**config.mk**
```make
export PLATFORM = sky130hd
export DESIGN_NAME = i2c_register_access_master
export DESIGN_NICKNAME = d
export VERILOG_FILES = /design/src/sv/i2crm_pkg.sv /design/src/sv/i2c_register_access_master.sv /design/src/sv/i2crm_cfg.sv /design/src/sv/i2crm_engine.sv
export SDC_FILE = /design/constraint.sdc
export NUM_CORES = 1
export LEC_CHECK = 0
export BUFFER_PORTS_ARGS = -buffer_cell sky130_fd_sc_hd__buf_2
export CAP_MARGIN = 5
export CORE_AREA = 2 2 142 144
export CTS_CLUSTER_SIZE = 24
export DETAILED_ROUTE_END_ITERATION = 8
export DIE_AREA = 0 0 144 146
export GPL_TIMING_DRIVEN = 0
export PLACE_DENSITY_LB_ADDON = 0.1
export RECOVER_POWER = 50
export SLEW_MARGIN = 20
export SYNTH_ARGS = -nofsm -noshare
export SYNTH_HDL_FRONTEND = slang
export SYNTH_HIERARCHICAL = 1
export SYNTH_SLANG_ARGS = --single-unit
```
**constraint.sdc**
```tcl
create_clock -name clk -period 3.75 [get_ports clk]
set_input_delay 0.375 -clock clk [delete_from_list [all_inputs] [get_ports clk]]
set_output_delay 0.375 -clock clk [all_outputs]
set_load 0.005 [all_outputs]
```
**src/sv/i2crm_pkg.sv**
```systemverilog
// Shared types and codes for the register access bus master.
`default_nettype none
package i2crm_pkg;

	// Request codes carried in the func field
	localparam logic [1:0] FUNC_NONE  = 2'd0;
	localparam logic [1:0] FUNC_PROBE = 2'd1;
	localparam logic [1:0] FUNC_WRITE = 2'd2;
	localparam logic [1:0] FUNC_READ  = 2'd3;

	// Bus phase codes
	localparam logic [4:0] PH_S0   = 5'd0;
	localparam logic [4:0] PH_S1   = 5'd1;
	localparam logic [4:0] PH_S2   = 5'd2;
	localparam logic [4:0] PH_P0   = 5'd3;
	localparam logic [4:0] PH_P1   = 5'd4;
	localparam logic [4:0] PH_P2   = 5'd5;
	localparam logic [4:0] PH_W0   = 5'd6;
	localparam logic [4:0] PH_W1   = 5'd7;
	localparam logic [4:0] PH_W2   = 5'd8;
	localparam logic [4:0] PH_WA0  = 5'd9;
	localparam logic [4:0] PH_WA1  = 5'd10;
	localparam logic [4:0] PH_R0   = 5'd11;
	localparam logic [4:0] PH_R1   = 5'd12;
	localparam logic [4:0] PH_RA0  = 5'd13;
	localparam logic [4:0] PH_RA1  = 5'd14;
	localparam logic [4:0] PH_RA2  = 5'd15;
	localparam logic [4:0] PH_IDLE = 5'd31;

	// Segment kinds of a transaction
	localparam logic [1:0] SEG_START = 2'd0;
	localparam logic [1:0] SEG_STOP  = 2'd1;
	localparam logic [1:0] SEG_WRITE = 2'd2;
	localparam logic [1:0] SEG_READ  = 2'd3;

	// Register index of the device address
	localparam logic REG_DEVICE_ADDR = 1'b0;

	typedef struct packed {
		logic [1:0] func;
		logic [7:0] reg_addr;
		logic [7:0] write_data;
		logic       sda_in;
	} tick_t;

	typedef struct packed {
		logic       scl_out;
		logic       sda_out;
		logic       busy_res;
		logic       done_res;
		logic       ack_ok;
		logic [7:0] read_data;
	} res_t;

	typedef struct packed {
		logic [1:0] kind;
		logic [7:0] data;
	} seg_t;

endpackage
`default_nettype wire

```
**src/sv/i2c_register_access_master.sv**
```systemverilog
// Top level of the register access bus master: request register, sequencer, result register.
//
//   port group   direction  contents
//   tick         in         func, reg_addr, write_data, sda_in per bus tick
//   res          out        scl_out, sda_out, busy_res, done_res, ack_ok, read_data
//   apb          in/out     device_addr at byte address 0
//
// One request per cycle sustained while res is not stalled; each gives one result
// through the request register, then the result register.
// The sequencer state advances only when the request register moves into the result register.
// Reset clears both valid flags and puts the sequencer idle with device_addr zero.
// A stall on res holds the result and the request register, and stalls tick once the
// request register is full.
`default_nettype none
module i2c_register_access_master (
	input  logic              clk,
	input  logic              arst_n,
	input  logic              tick_valid,
	output logic              tick_stall,
	input  i2crm_pkg::tick_t  tick,
	output logic              res_valid,
	input  logic              res_stall,
	output i2crm_pkg::res_t   res,
	input  logic              psel,
	input  logic              penable,
	input  logic              pwrite,
	input  logic [2:0]        paddr,
	input  logic [31:0]       pwdata,
	output logic [31:0]       prdata,
	output logic              pready
);
	import i2crm_pkg::*;

	tick_t      tick_s1;
	logic       valid_s1;
	res_t       res_q;
	logic       res_valid_q;
	res_t       step_res;
	logic [6:0] device_addr;
	logic       blocked;
	logic       adv;

	i2crm_cfg u_cfg (
		.clk         (clk),
		.arst_n      (arst_n),
		.psel        (psel),
		.penable     (penable),
		.pwrite      (pwrite),
		.paddr       (paddr),
		.pwdata      (pwdata),
		.prdata      (prdata),
		.pready      (pready),
		.device_addr (device_addr)
	);

	i2crm_engine u_engine (
		.clk         (clk),
		.arst_n      (arst_n),
		.adv         (adv),
		.tick        (tick_s1),
		.device_addr (device_addr),
		.res         (step_res)
	);

	// Flow control between the two registers
	assign blocked    = res_valid_q && res_stall;
	assign adv        = valid_s1 && !blocked;
	assign tick_stall = valid_s1 && blocked;

	// Load the request register
	always_ff @(posedge clk or negedge arst_n) begin
		if (!arst_n) begin
			valid_s1 <= 1'b0;
		end else if (tick_valid && !tick_stall) begin
			valid_s1 <= 1'b1;
		end else if (adv) begin
			valid_s1 <= 1'b0;
		end
	end

	always_ff @(posedge clk) begin
		if (tick_valid && !tick_stall) tick_s1 <= tick;
	end

	// Load the result register
	always_ff @(posedge clk or negedge arst_n) begin
		if (!arst_n) begin
			res_valid_q <= 1'b0;
		end else if (adv) begin
			res_valid_q <= 1'b1;
		end else if (!res_stall) begin
			res_valid_q <= 1'b0;
		end
	end

	always_ff @(posedge clk) begin
		if (adv) res_q <= step_res;
	end

	assign res_valid = res_valid_q;
	assign res       = res_q;

	// A finished transaction is always reported as busy
	a_done_busy: assert property (@(posedge clk) disable iff (!arst_n)
		res_valid_q && res_q.done_res |-> res_q.busy_res)
		else $error("done without busy");

	// Status fields stay zero outside the last tick
	a_status_zero: assert property (@(posedge clk) disable iff (!arst_n)
		res_valid_q && !res_q.done_res |-> !res_q.ack_ok && (res_q.read_data == 8'd0))
		else $error("status field set outside done");

	// An idle tick releases both lines
	a_idle_lines: assert property (@(posedge clk) disable iff (!arst_n)
		res_valid_q && !res_q.busy_res |-> res_q.scl_out && res_q.sda_out)
		else $error("lines driven while idle");

	// A blocked request stays in its register
	a_hold_s1: assert property (@(posedge clk) disable iff (!arst_n)
		valid_s1 && blocked |=> valid_s1 && $stable(tick_s1))
		else $error("request register lost a blocked request");

endmodule
`default_nettype wire

```
**src/sv/i2crm_cfg.sv**
```systemverilog
// Configuration register file holding the target device address.
`default_nettype none
module i2crm_cfg (
	input  logic        clk,
	input  logic        arst_n,
	input  logic        psel,
	input  logic        penable,
	input  logic        pwrite,
	input  logic [2:0]  paddr,
	input  logic [31:0] pwdata,
	output logic [31:0] prdata,
	output logic        pready,
	output logic [6:0]  device_addr
);
	import i2crm_pkg::*;

	logic [6:0] dev_addr_q;
	logic       hit;

	// Decode the word index
	assign hit    = (paddr[2] == REG_DEVICE_ADDR);
	assign pready = 1'b1;

	// Take the write on the access cycle
	always_ff @(posedge clk or negedge arst_n) begin
		if (!arst_n) begin
			dev_addr_q <= 7'd0;
		end else if (psel && penable && pwrite && hit) begin
			dev_addr_q <= pwdata[6:0];
		end
	end

	// Return the register value on reads
	assign prdata      = hit ? {25'd0, dev_addr_q} : 32'd0;
	assign device_addr = dev_addr_q;

endmodule
`default_nettype wire

```
**src/sv/i2crm_engine.sv**
```systemverilog
// Bus phase sequencer: advances the start/byte/ack/stop pattern one tick per request.
`default_nettype none
module i2crm_engine (
	input  logic              clk,
	input  logic              arst_n,
	input  logic              adv,
	input  i2crm_pkg::tick_t  tick,
	input  logic [6:0]        device_addr,
	output i2crm_pkg::res_t   res
);
	import i2crm_pkg::*;

	logic [4:0] phase_q, phase_d;
	logic [2:0] step_q, step_d;
	logic [2:0] bit_cnt_q, bit_cnt_d;
	logic [7:0] shift_q, shift_d;
	logic [7:0] rbyte_q, rbyte_d;
	logic [1:0] kind_q, kind_d;
	logic       acked_q, acked_d;
	logic [7:0] reg_q, reg_d;
	logic [7:0] data_q, data_d;

	// Segment at the given step for a transaction kind
	function automatic seg_t seg_of(input logic [1:0] kind, input logic [2:0] step,
			input logic [7:0] reg_b, input logic [7:0] data_b, input logic [6:0] addr);
		seg_t s;
		s.kind = SEG_STOP;
		s.data = 8'd0;
		if (step == 3'd0) begin
			s.kind = SEG_START;
		end else if (step == 3'd1) begin
			s.kind = SEG_WRITE;
			s.data = {addr, 1'b0};
		end else if (kind == FUNC_WRITE) begin
			if (step == 3'd2) begin
				s.kind = SEG_WRITE;
				s.data = reg_b;
			end else if (step == 3'd3) begin
				s.kind = SEG_WRITE;
				s.data = data_b;
			end
		end else if (kind == FUNC_READ) begin
			if (step == 3'd2) begin
				s.kind = SEG_WRITE;
				s.data = reg_b;
			end else if (step == 3'd3) begin
				s.kind = SEG_START;
			end else if (step == 3'd4) begin
				s.kind = SEG_WRITE;
				s.data = {addr, 1'b1};
			end else if (step == 3'd5) begin
				s.kind = SEG_READ;
			end
		end
		return s;
	endfunction

	// Compute this tick's line levels and the next state
	always_comb begin
		seg_t       nxt;
		logic       b;
		logic       go_next;
		phase_d   = phase_q;
		step_d    = step_q;
		bit_cnt_d = bit_cnt_q;
		shift_d   = shift_q;
		rbyte_d   = rbyte_q;
		kind_d    = kind_q;
		acked_d   = acked_q;
		reg_d     = reg_q;
		data_d    = data_q;
		go_next   = 1'b0;
		res       = '{scl_out: 1'b1, sda_out: 1'b1, busy_res: 1'b0, done_res: 1'b0,
			ack_ok: 1'b0, read_data: 8'd0};

		// Accept a new request while idle
		if (phase_q > PH_RA2) begin
			phase_d = PH_IDLE;
			if (tick.func != FUNC_NONE) begin
				kind_d  = tick.func;
				reg_d   = tick.reg_addr;
				data_d  = tick.write_data;
				step_d  = 3'd0;
				acked_d = 1'b0;
				phase_d = PH_S0;
			end
		end

		b = shift_q[bit_cnt_q];

		if (phase_d != PH_IDLE) begin
			res.busy_res = 1'b1;
			unique case (phase_d)
				PH_S0: begin
					phase_d = PH_S1;
				end
				PH_S1: begin
					res.sda_out = 1'b0;
					phase_d     = PH_S2;
				end
				PH_S2: begin
					res.scl_out = 1'b0;
					res.sda_out = 1'b0;
					go_next     = 1'b1;
				end
				PH_P0: begin
					res.scl_out = 1'b0;
					res.sda_out = 1'b0;
					phase_d     = PH_P1;
				end
				PH_P1: begin
					res.sda_out = 1'b0;
					phase_d     = PH_P2;
				end
				PH_P2: begin
					res.done_res = 1'b1;
					if (kind_d == FUNC_PROBE) res.ack_ok = acked_d;
					if (kind_d == FUNC_READ) res.read_data = rbyte_q;
					phase_d = PH_IDLE;
				end
				PH_W0: begin
					res.scl_out = 1'b0;
					res.sda_out = b;
					phase_d     = PH_W1;
				end
				PH_W1: begin
					res.sda_out = b;
					phase_d     = PH_W2;
				end
				PH_W2: begin
					res.scl_out = 1'b0;
					res.sda_out = b;
					if (bit_cnt_q == 3'd0) begin
						phase_d = PH_WA0;
					end else begin
						bit_cnt_d = bit_cnt_q - 3'd1;
						phase_d   = PH_W0;
					end
				end
				PH_WA0: begin
					if (step_d == 3'd1) acked_d = ~tick.sda_in;
					phase_d = PH_WA1;
				end
				PH_WA1: begin
					res.scl_out = 1'b0;
					go_next     = 1'b1;
				end
				PH_R0: begin
					rbyte_d            = rbyte_q;
					rbyte_d[bit_cnt_q] = rbyte_q[bit_cnt_q] | tick.sda_in;
					phase_d            = PH_R1;
				end
				PH_R1: begin
					res.scl_out = 1'b0;
					if (bit_cnt_q == 3'd0) begin
						phase_d = PH_RA0;
					end else begin
						bit_cnt_d = bit_cnt_q - 3'd1;
						phase_d   = PH_R0;
					end
				end
				PH_RA0: begin
					res.scl_out = 1'b0;
					phase_d     = PH_RA1;
				end
				PH_RA1: begin
					phase_d = PH_RA2;
				end
				default: begin
					res.scl_out = 1'b0;
					go_next     = 1'b1;
				end
			endcase
		end

		// Move on to the next segment of the transaction
		nxt = seg_of(kind_d, step_d + 3'd1, reg_d, data_d, device_addr);
		if (go_next) begin
			step_d = step_d + 3'd1;
			unique case (nxt.kind)
				SEG_START: phase_d = PH_S0;
				SEG_WRITE: begin
					shift_d   = nxt.data;
					bit_cnt_d = 3'd7;
					phase_d   = PH_W0;
				end
				SEG_READ: begin
					rbyte_d   = 8'd0;
					bit_cnt_d = 3'd7;
					phase_d   = PH_R0;
				end
				default: phase_d = PH_P0;
			endcase
		end
	end

	// Hold state unless a request advances it
	always_ff @(posedge clk or negedge arst_n) begin
		if (!arst_n) begin
			phase_q   <= PH_IDLE;
			step_q    <= 3'd0;
			bit_cnt_q <= 3'd7;
			shift_q   <= 8'd0;
			rbyte_q   <= 8'd0;
			kind_q    <= FUNC_NONE;
			acked_q   <= 1'b0;
			reg_q     <= 8'd0;
			data_q    <= 8'd0;
		end else if (adv) begin
			phase_q   <= phase_d;
			step_q    <= step_d;
			bit_cnt_q <= bit_cnt_d;
			shift_q   <= shift_d;
			rbyte_q   <= rbyte_d;
			kind_q    <= kind_d;
			acked_q   <= acked_d;
			reg_q     <= reg_d;
			data_q    <= data_d;
		end
	end

endmodule
`default_nettype wire
```
; Word-level counts from Yosys, hierarchy flattened
; Index checks and enable logic that the tools add are counted.
; W data, S select, Z words.
[totals]
regBits = 87
latch_bits = 0
mem_bits_rw = 0
rom_bits = 0
word_cells = 145
n_memories = 0
[classes]
add_sub_neg = 2
multipliers = 0
div_mod_pow = 0
magnitude_cmp = 3
n_eq_ne = 26
shifts = 0
muxes = 64
n_bitwise = 3
reduce_logical = 25
[ops]
columns = cell, n
row1 = $mux W8, 12
row2 = $mux W10, 7
row3 = $pmux W5 S13, 1
row4 = $eq A5 B4 Y1 const B, 6
row5 = $mux W3, 9
row6 = $eq A5 B3 Y1 const B, 4
row7 = $mux W5, 4
row8 = $mux W1, 16
row9 = $reduce_or A13 Y1, 1
row10 = $mux W2, 6
row11 = $pmux W4 S3, 1
row12 = $mux W11, 1
row13 = $eq A5 B2 Y1 const B, 2
row14 = $reduce_and A3 Y1, 3
row15 = $bwmux W8, 1
row16 = $eq A2 B2 Y1 const B, 4
row17 = $logic_and A1 B1 Y1, 8
row18 = $reduce_or A8 Y1, 1
row19 = $mux W7, 1
row20 = $bmux W1 S3, 2
row21 = $eq A3 B1 Y1 const B, 2
row22 = $eq A3 B2 Y1 const B, 2
row23 = $eq A3 B3 Y1 const B, 2
row24 = $logic_not A3 Y1, 2
row25 = other kinds (21), 25

; Depth between registers and ports, before layout
[logic_depth]
word_depth = 17
depth_mapped = 11
mapped_depth_nobuf = 10

; Modules after synthesis
; Netlist, hierarchy kept.
[by_module_without_submodules]
columns = mod, instances, cells_per_inst, area_each_um2, seq_area_each_um2
row1 = i2crm_engine, 1, 338, 3191.8, 1161.1
row2 = i2c_register_access_master, 1, 40, 1053.5, 1011.0
row3 = i2crm_cfg, 1, 50, 541.8, 175.2

; Worst setup path after synthesis
; OpenSTA, ideal clock, no wires.
[synth_timing]
path_kind = reg-to-reg
start = reg tick_s1[18] (netlist bit)
end = reg u_engine.shift_q[1]
setup_ns = 0.125
arrival_ns = 2.645
required_ns = 3.625
slack_ns = 0.980
path_stages_with_launch = 11
path_cell_list = edfxtp_1 o21ai_1 buf_2 and2_1 inv_1 ha_1 and4_1 a211oi_2 nand4_4 nand3b_4 mux2_4
[synth_between]
elab_chain_cells = 15
[synth_rtl]
columns = element, line_no
row1 = start: declaration, i2c_register_access_master.sv:34  ; tick_t tick_s1;
row2 = start signal: assignment, i2c_register_access_master.sv:82  ; if (tick_valid && !tick_stall) tick_s1 <= tick;
row3 = $reduce_bool A2 Y1, i2crm_engine.sv:79  ; if (tick.func != FUNC_NONE) begin
row4 = $mux W3, i2crm_engine.sv:79
row5 = $mux W3, i2crm_engine.sv:77  ; if (phase_q > PH_RA2) begin
row6 = $add A3 B1 Y3, i2crm_engine.sv:177  ; nxt = seg_of(kind_d, step_d + 3'd1, reg_d, data_d, device_addr);
row7 = $eq A3 B3 Y1, i2crm_engine.sv:51  ; end else if (step == 3'd5) begin
row8 = $mux W2, i2crm_engine.sv:51
row9 = $mux W2, i2crm_engine.sv:48  ; end else if (step == 3'd4) begin
row10 = $mux W2, i2crm_engine.sv:46  ; end else if (step == 3'd3) begin
row11 = $mux W10, i2crm_engine.sv:43  ; if (step == 3'd2) begin
row12 = $mux W10, i2crm_engine.sv:42  ; end else if (kind == FUNC_READ) begin
row13 = $mux W10, i2crm_engine.sv:34  ; end else if (kind == FUNC_WRITE) begin
row14 = $mux W10, i2crm_engine.sv:31  ; end else if (step == 3'd1) begin
row15 = $mux W2, i2crm_engine.sv:29  ; if (step == 3'd0) begin
row16 = $eq A2 B2 Y1, i2crm_engine.sv:180  ; unique case (nxt.kind)
row17 = $reduce_and A3 Y1 (no line), n/a
row18 = end signal: assignment, i2crm_engine.sv:213  ; shift_q <= shift_d;
row19 = end: declaration, i2crm_engine.sv:16  ; logic [7:0] shift_q, shift_d;
; Parallel ways exist; a longest one is shown, timed or not.
; A chain may end at the register's enable or synchronous reset.

; Final worst setup path
[layout_timing]
start = reg tick_s1[18] (netlist bit)
end = reg u_engine.rbyte_q[2]
[layout_between]
elab_chain_cells = 16
[layout_rtl]
columns = element, line_no
row1 = $reduce_bool A2 Y1, i2crm_engine.sv:79
row2 = $mux W3, i2crm_engine.sv:79
row3 = $mux W3, i2crm_engine.sv:77
row4 = $add A3 B1 Y3, i2crm_engine.sv:177
row5 = $eq A3 B3 Y1, i2crm_engine.sv:51
row6 = $mux W2, i2crm_engine.sv:51
row7 = $mux W2, i2crm_engine.sv:48
row8 = $mux W2, i2crm_engine.sv:46
row9 = $mux W10, i2crm_engine.sv:43
row10 = $mux W10, i2crm_engine.sv:42
row11 = $mux W10, i2crm_engine.sv:34
row12 = $mux W10, i2crm_engine.sv:31
row13 = $mux W2, i2crm_engine.sv:29
row14 = $eq A2 B2 Y1, i2crm_engine.sv:180
row15 = $mux W8, i2crm_engine.sv:180
row16 = $mux W8 (*), i2crm_engine.sv:178  ; if (go_next) begin
row17 = end signal: assignment, i2crm_engine.sv:214  ; rbyte_q <= rbyte_d;
row18 = end: declaration, i2crm_engine.sv:17  ; logic [7:0] rbyte_q, rbyte_d;
; Every way passes the cells marked *; elsewhere a longest branch is shown, timed or not.

==> results_tabular.tex <==
\begin{tabular}{lr}
\hline
Metric & Value \\
\hline
\multicolumn{2}{l}{\textbf{Power}} \\
PwrDens & 634 nW/µm² \\
Portion of total power attributed to the clock network & 25.5\% \\
Leakage & 0.00243 µW \\
Switching component of the power & 1320 µW \\
Share of power burned in registers & 38.5\% \\
Proportion of total power due to net switching & 36.0\% \\
Combinational group share of total power & 36.0\% \\
Cell internal power dissipation & 2340 µW \\
Max IR drop VDD & 0.000249 V \\
\multicolumn{2}{l}{\textbf{CTS}} \\
Clock slew seen by the registers of the worst setup and hold paths & 0.07 ns \\
H-tree level count & 3 \\
Post-CTS Repair Setup Buffers & 0 \\
Sinks on Clock Net & 87 \\
Hold\_buf cts & 0 \\
Clk\_lat worst skew & around 0.35 ns \\
Worst-case clock buffer depth & 2 \\
CTS buffer count & 9 \\
Clock tree from TritonCTS & yes \\
Library cell used as clock root buffer & sky130\_fd\_sc\_hd\_\_clkbuf\_16 \\
Count of instances resized after the clock tree is built & 0 \\
\multicolumn{2}{l}{\textbf{Finish}} \\
Number of nets at the end of the flow & 584 \\
Most frequent standard cell in the layout excluding fill and tap cells & sky130\_fd\_sc\_hd\_\_buf\_2 \\
Area of all sequential standard cells & 2350 µm² \\
Area of the multi-input gates & 2150 µm² \\
Number of inserted diodes & 0 \\
Layout area overhead & 20.5\% \\
Post-route cell area & roughly 5800 µm² \\
Post-layout utilization of the core & 29.8\% \\
Number of filler cells placed in the layout & between 2000 and 2500 \\
Commonest cells after routing, fill and taps aside & 57 x sky130\_fd\_sc\_hd\_\_buf\_2, 47 x sky130\_fd\_sc\_hd\_\_dfrtp\_1, 32 x sky130\_fd\_sc\_hd\_\_edfxtp\_1 \\
Share of final-layout standard cells stronger than drive strength 1 & approximately a third \\
Number of standard cells in the layout, taps in and fillers out & 789 \\
\multicolumn{2}{l}{\textbf{STA}} \\
Worst setup skew after layout & $\sim$0.0061 ns \\
Worst-margin pin slew & 3.13 ns \\
Count of final setup violators & 0 \\
Achievable clock frequency & between 200 and 300 MHz \\
Relative slew slack & -108\% \\
RSZ-0062 raised after global routing & no \\
Total negative slack for setup checks & 0 ns \\
Post-route clock period utilization & 91.2\% \\
Final critical delay including setup and external delays & roughly 3.4 ns \\
Hold Violations, Final & 0 \\
Max-slew violations & 56 \\
\multicolumn{2}{l}{\textbf{Logic synthesis}} \\
Post-synthesis cell area & 4790 µm² \\
Sequential-to-total area share from yosys stat & approximately half \\
Post-Synth Simple-Gate Area & 15.2\% \\
Fraction of synthesis flops using an asynchronous set or reset pin & 63.2\% \\
Cells after Synth & between 400 and 500 \\
Arithmetic-cell share of the synthesized area counting full adders, half adders and majority gates & 1.05\% \\
Mean instance size in the synthesized netlist & 11.2 µm² \\
Yosys top cell by area & sky130\_fd\_sc\_hd\_\_dfrtp\_1 \\
Number of flip-flops and latches in the synthesized netlist & 87 \\
Number of synthesized flops with an enable pin & 32 \\
Combinational family with the most area after synthesis & compound AO/OA/AOI/OAI gates \\
Synth Area in Compound Gates & between 15 and 20\% \\
Number of distinct library cells after synthesis & 75 \\
Most used flip-flop cell after synthesis & sky130\_fd\_sc\_hd\_\_dfrtp\_1 \\
Synth top area cells & sky130\_fd\_sc\_hd\_\_dfrtp\_1 25\%, sky130\_fd\_sc\_hd\_\_edfxtp\_1 20\%, sky130\_fd\_sc\_hd\_\_mux2\_2 6.6\% \\
Syn. warnings & 6 \\
Mux cell area share after synthesis & 9.20\% \\
Post-synth top area share & 24.6\% \\
Post-Synth XOR/XNOR Area & 0.549\% \\
\multicolumn{2}{l}{\textbf{Place}} \\
Port-buffer cells & 55 \\
Cell area reported after detailed placement & 5500 µm² \\
Number of placed instances with taps included & just under 800 \\
Dpl hpwl & 8760 µm \\
Final weighted congestion in routability-driven placement & 0.779 \\
\multicolumn{2}{l}{\textbf{Critical path}} \\
Crit-path slowest cell & sky130\_fd\_sc\_hd\_\_a211oi\_2 \\
Depth of the worst register-to-register path & 10 \\
Data required time at the worst endpoint & 3.95 ns \\
Ordered cell list for the critical path & o21ai\_1, buf\_2, and2\_1, inv\_1, ha\_1, and4\_1, a211oi\_2, nand4\_4, nor3\_4, o221ai\_1 \\
Critical Path AT & 3.62 ns \\
Setup crit end kind & register \\
Worst Path Max Fanout & 10 \\
Critical path class & register to register \\
Stage delay of the slowest cell on the critical path & 0.55 ns \\
Critical path launch point type & register \\
\multicolumn{2}{l}{\textbf{Routing}} \\
Final Routed Wirelength & between 10000 and 15000 µm \\
DRC violation total after the first TritonRoute iteration & 191 \\
DRC viols & 0 \\
Drt wl/cell & 15.1 µm \\
Initial DRT Pass Iterations & 5 \\
Antenna Violating Nets Remaining & 0 \\
Vias per Instance & 4.46 \\
Via count & 3516 \\
\multicolumn{2}{l}{\textbf{Floorplanning}} \\
FP Rows & between 50 and 60 \\
Area of the core & roughly 19000 µm² \\
Starting Density & 24.8\% \\
DIE AREA & $\sim$21000 µm² \\
DIE HEIGHT & 146 µm \\
Floorplan die width & 144 µm \\
IO Count & 109 \\
\multicolumn{2}{l}{\textbf{Job}} \\
Max Cap Viol & 1 \\
\multicolumn{2}{l}{\textbf{Global routing}} \\
Total congestion overflow after global routing & 0 \\
Largest net degree at the start of global routing & 56 \\
Via count of the first global-routing pass & 3606 \\
Global router's overall resource usage & 11.9\% \\
Wire length of the first global-routing pass & approximately 19000 µm \\
Initial antenna violation count & 0 \\
\multicolumn{2}{l}{\textbf{Status}} \\
Status & finished, violations left \\
Failing checks & capacitance limit, slew limit \\
\multicolumn{2}{l}{\textbf{Worst hold path}} \\
Hold/Removal Path Class & primary input to register \\
Worst Hold Depth & 1 \\
\hline
\end{tabular}
[per-stage QoR]
| stage | power [µW] | hold slack, ns | setup slack (ns) |
|---|---|---|---|
| after CTS | 3710 | 0.128 | 0.257 |
| after global placement | 2740 | 0.462 | -0.379 |
| final | 3660 | 0.197 | 0.331 |
| after detailed placement | 2750 | 0.463 | 0.258 |
| after floorplan | 2360 | 0.0794 | 0.980 |
| after global routing | 3910 | 0.186 | 0.0920 |
[critical path: cells and delay by family, from the launching register on]
kind | cells | cell delay [ns]
AOI/OAI and AO/OA | 3 | 1.09
and+or+nand+nor | 4 | 1.05
DFF | 1 | 0.51
buffers and inverters | 2 | 0.34
adders and majority gates | 1 | 0.27
[Yosys cell counts, types with 6 or more instances]
| cell type | number |
|---|---|
| sky130_fd_sc_hd__o21ai_1 | 7 |
| sky130_fd_sc_hd__o221ai_1 | 6 |
| sky130_fd_sc_hd__a21oi_1 | 11 |
| sky130_fd_sc_hd__nand2_1 | 29 |
| sky130_fd_sc_hd__dfstp_2 | 8 |
| sky130_fd_sc_hd__o211ai_1 | 12 |
| sky130_fd_sc_hd__a32oi_1 | 6 |
| sky130_fd_sc_hd__dfrtp_1 | 47 |
| sky130_fd_sc_hd__and2b_2 | 7 |
| sky130_fd_sc_hd__clkbuf_1 | 14 |
| sky130_fd_sc_hd__mux2_2 | 28 |
| sky130_fd_sc_hd__nor2_1 | 18 |
| sky130_fd_sc_hd__inv_1 | 16 |
| sky130_fd_sc_hd__nand3_1 | 8 |
| sky130_fd_sc_hd__nor3_1 | 7 |
| sky130_fd_sc_hd__and2_1 | 10 |
| sky130_fd_sc_hd__o21ai_0 | 15 |
| sky130_fd_sc_hd__nand2b_1 | 7 |
| sky130_fd_sc_hd__edfxtp_1 | 32 |
| sky130_fd_sc_hd__buf_4 | 28 |
| sky130_fd_sc_hd__mux2_4 | 7 |
[area by class of cell]
| class | count | share of cell area (%) |
|---|---|---|
| Clock buffer | 10 | 4.14 |
| Inverter | 17 | 1.11 |
| Multi-Input combinational cell | 299 | 37.3 |
| Clock inverter | 6 | 1.19 |
| Timing Repair Buffer | 56 | 4.77 |
| Tap cell | 265 | 5.75 |
| Buffer | 49 | 5.05 |
| Sequential cell | 87 | 40.7 |
[layer usage]
metal	track usage, %	wire [µm]	vias to the layer above
li1	-	-	1726
met1	15.8	5630	1674
met2	19.3	5580	103
met3	2.63	531	13
met4	3.68	185	0
met5	0	0	-
[sequential cells by signal (all words and copies together) (netlist names)]
signal              count
res                    13
res_valid               1
tick_s1                19
u_cfg/device_addr       7
u_engine/acked_q        1
u_engine/bit_cnt_q      3
u_engine/data_q         8
u_engine/kind_q         2
u_engine/phase_q        5
u_engine/rbyte_q        8
u_engine/reg_q          8
u_engine/shift_q        8
u_engine/step_q         3
valid_s1                1
[power by group through the flow]
stage	Combinational (µW)	Sequential, µW	Clock, µW
global placement	1310	1430	0
global route	1460	1450	1000
finish	1320	1410	933
CTS	1330	1410	969
detailed placement	1320	1430	0
floorplan	994	1370	0
[worst paths after layout]
path,startpoint,endpoint,slack (ns)
min in group asynchronous,arst_n,u_engine/rbyte_q[7],1.06
worst max register to register,tick_s1[18],u_engine/rbyte_q[2],0.33
worst min-delay path,tick[8],tick_s1[8],0.20
worst max-delay path,tick_s1[18],u_engine/rbyte_q[2],0.33
worst min register to register,valid_s1,res_valid,0.47
max in group asynchronous,arst_n,u_engine/reg_q[4],0.93
[kinds of logic after synthesis]
logic type               after synthesis
AND/OR/NAND/NOR                      119
adder cells (fa/ha/maj)                4
other                                  2
AO/OA/AOI/OAI                        110
buffers and inverters                 66
XOR/XNOR                               3
flip-flops                            87
multiplexers                          37
No activity file was read; power rests on OpenSTA's default activity.
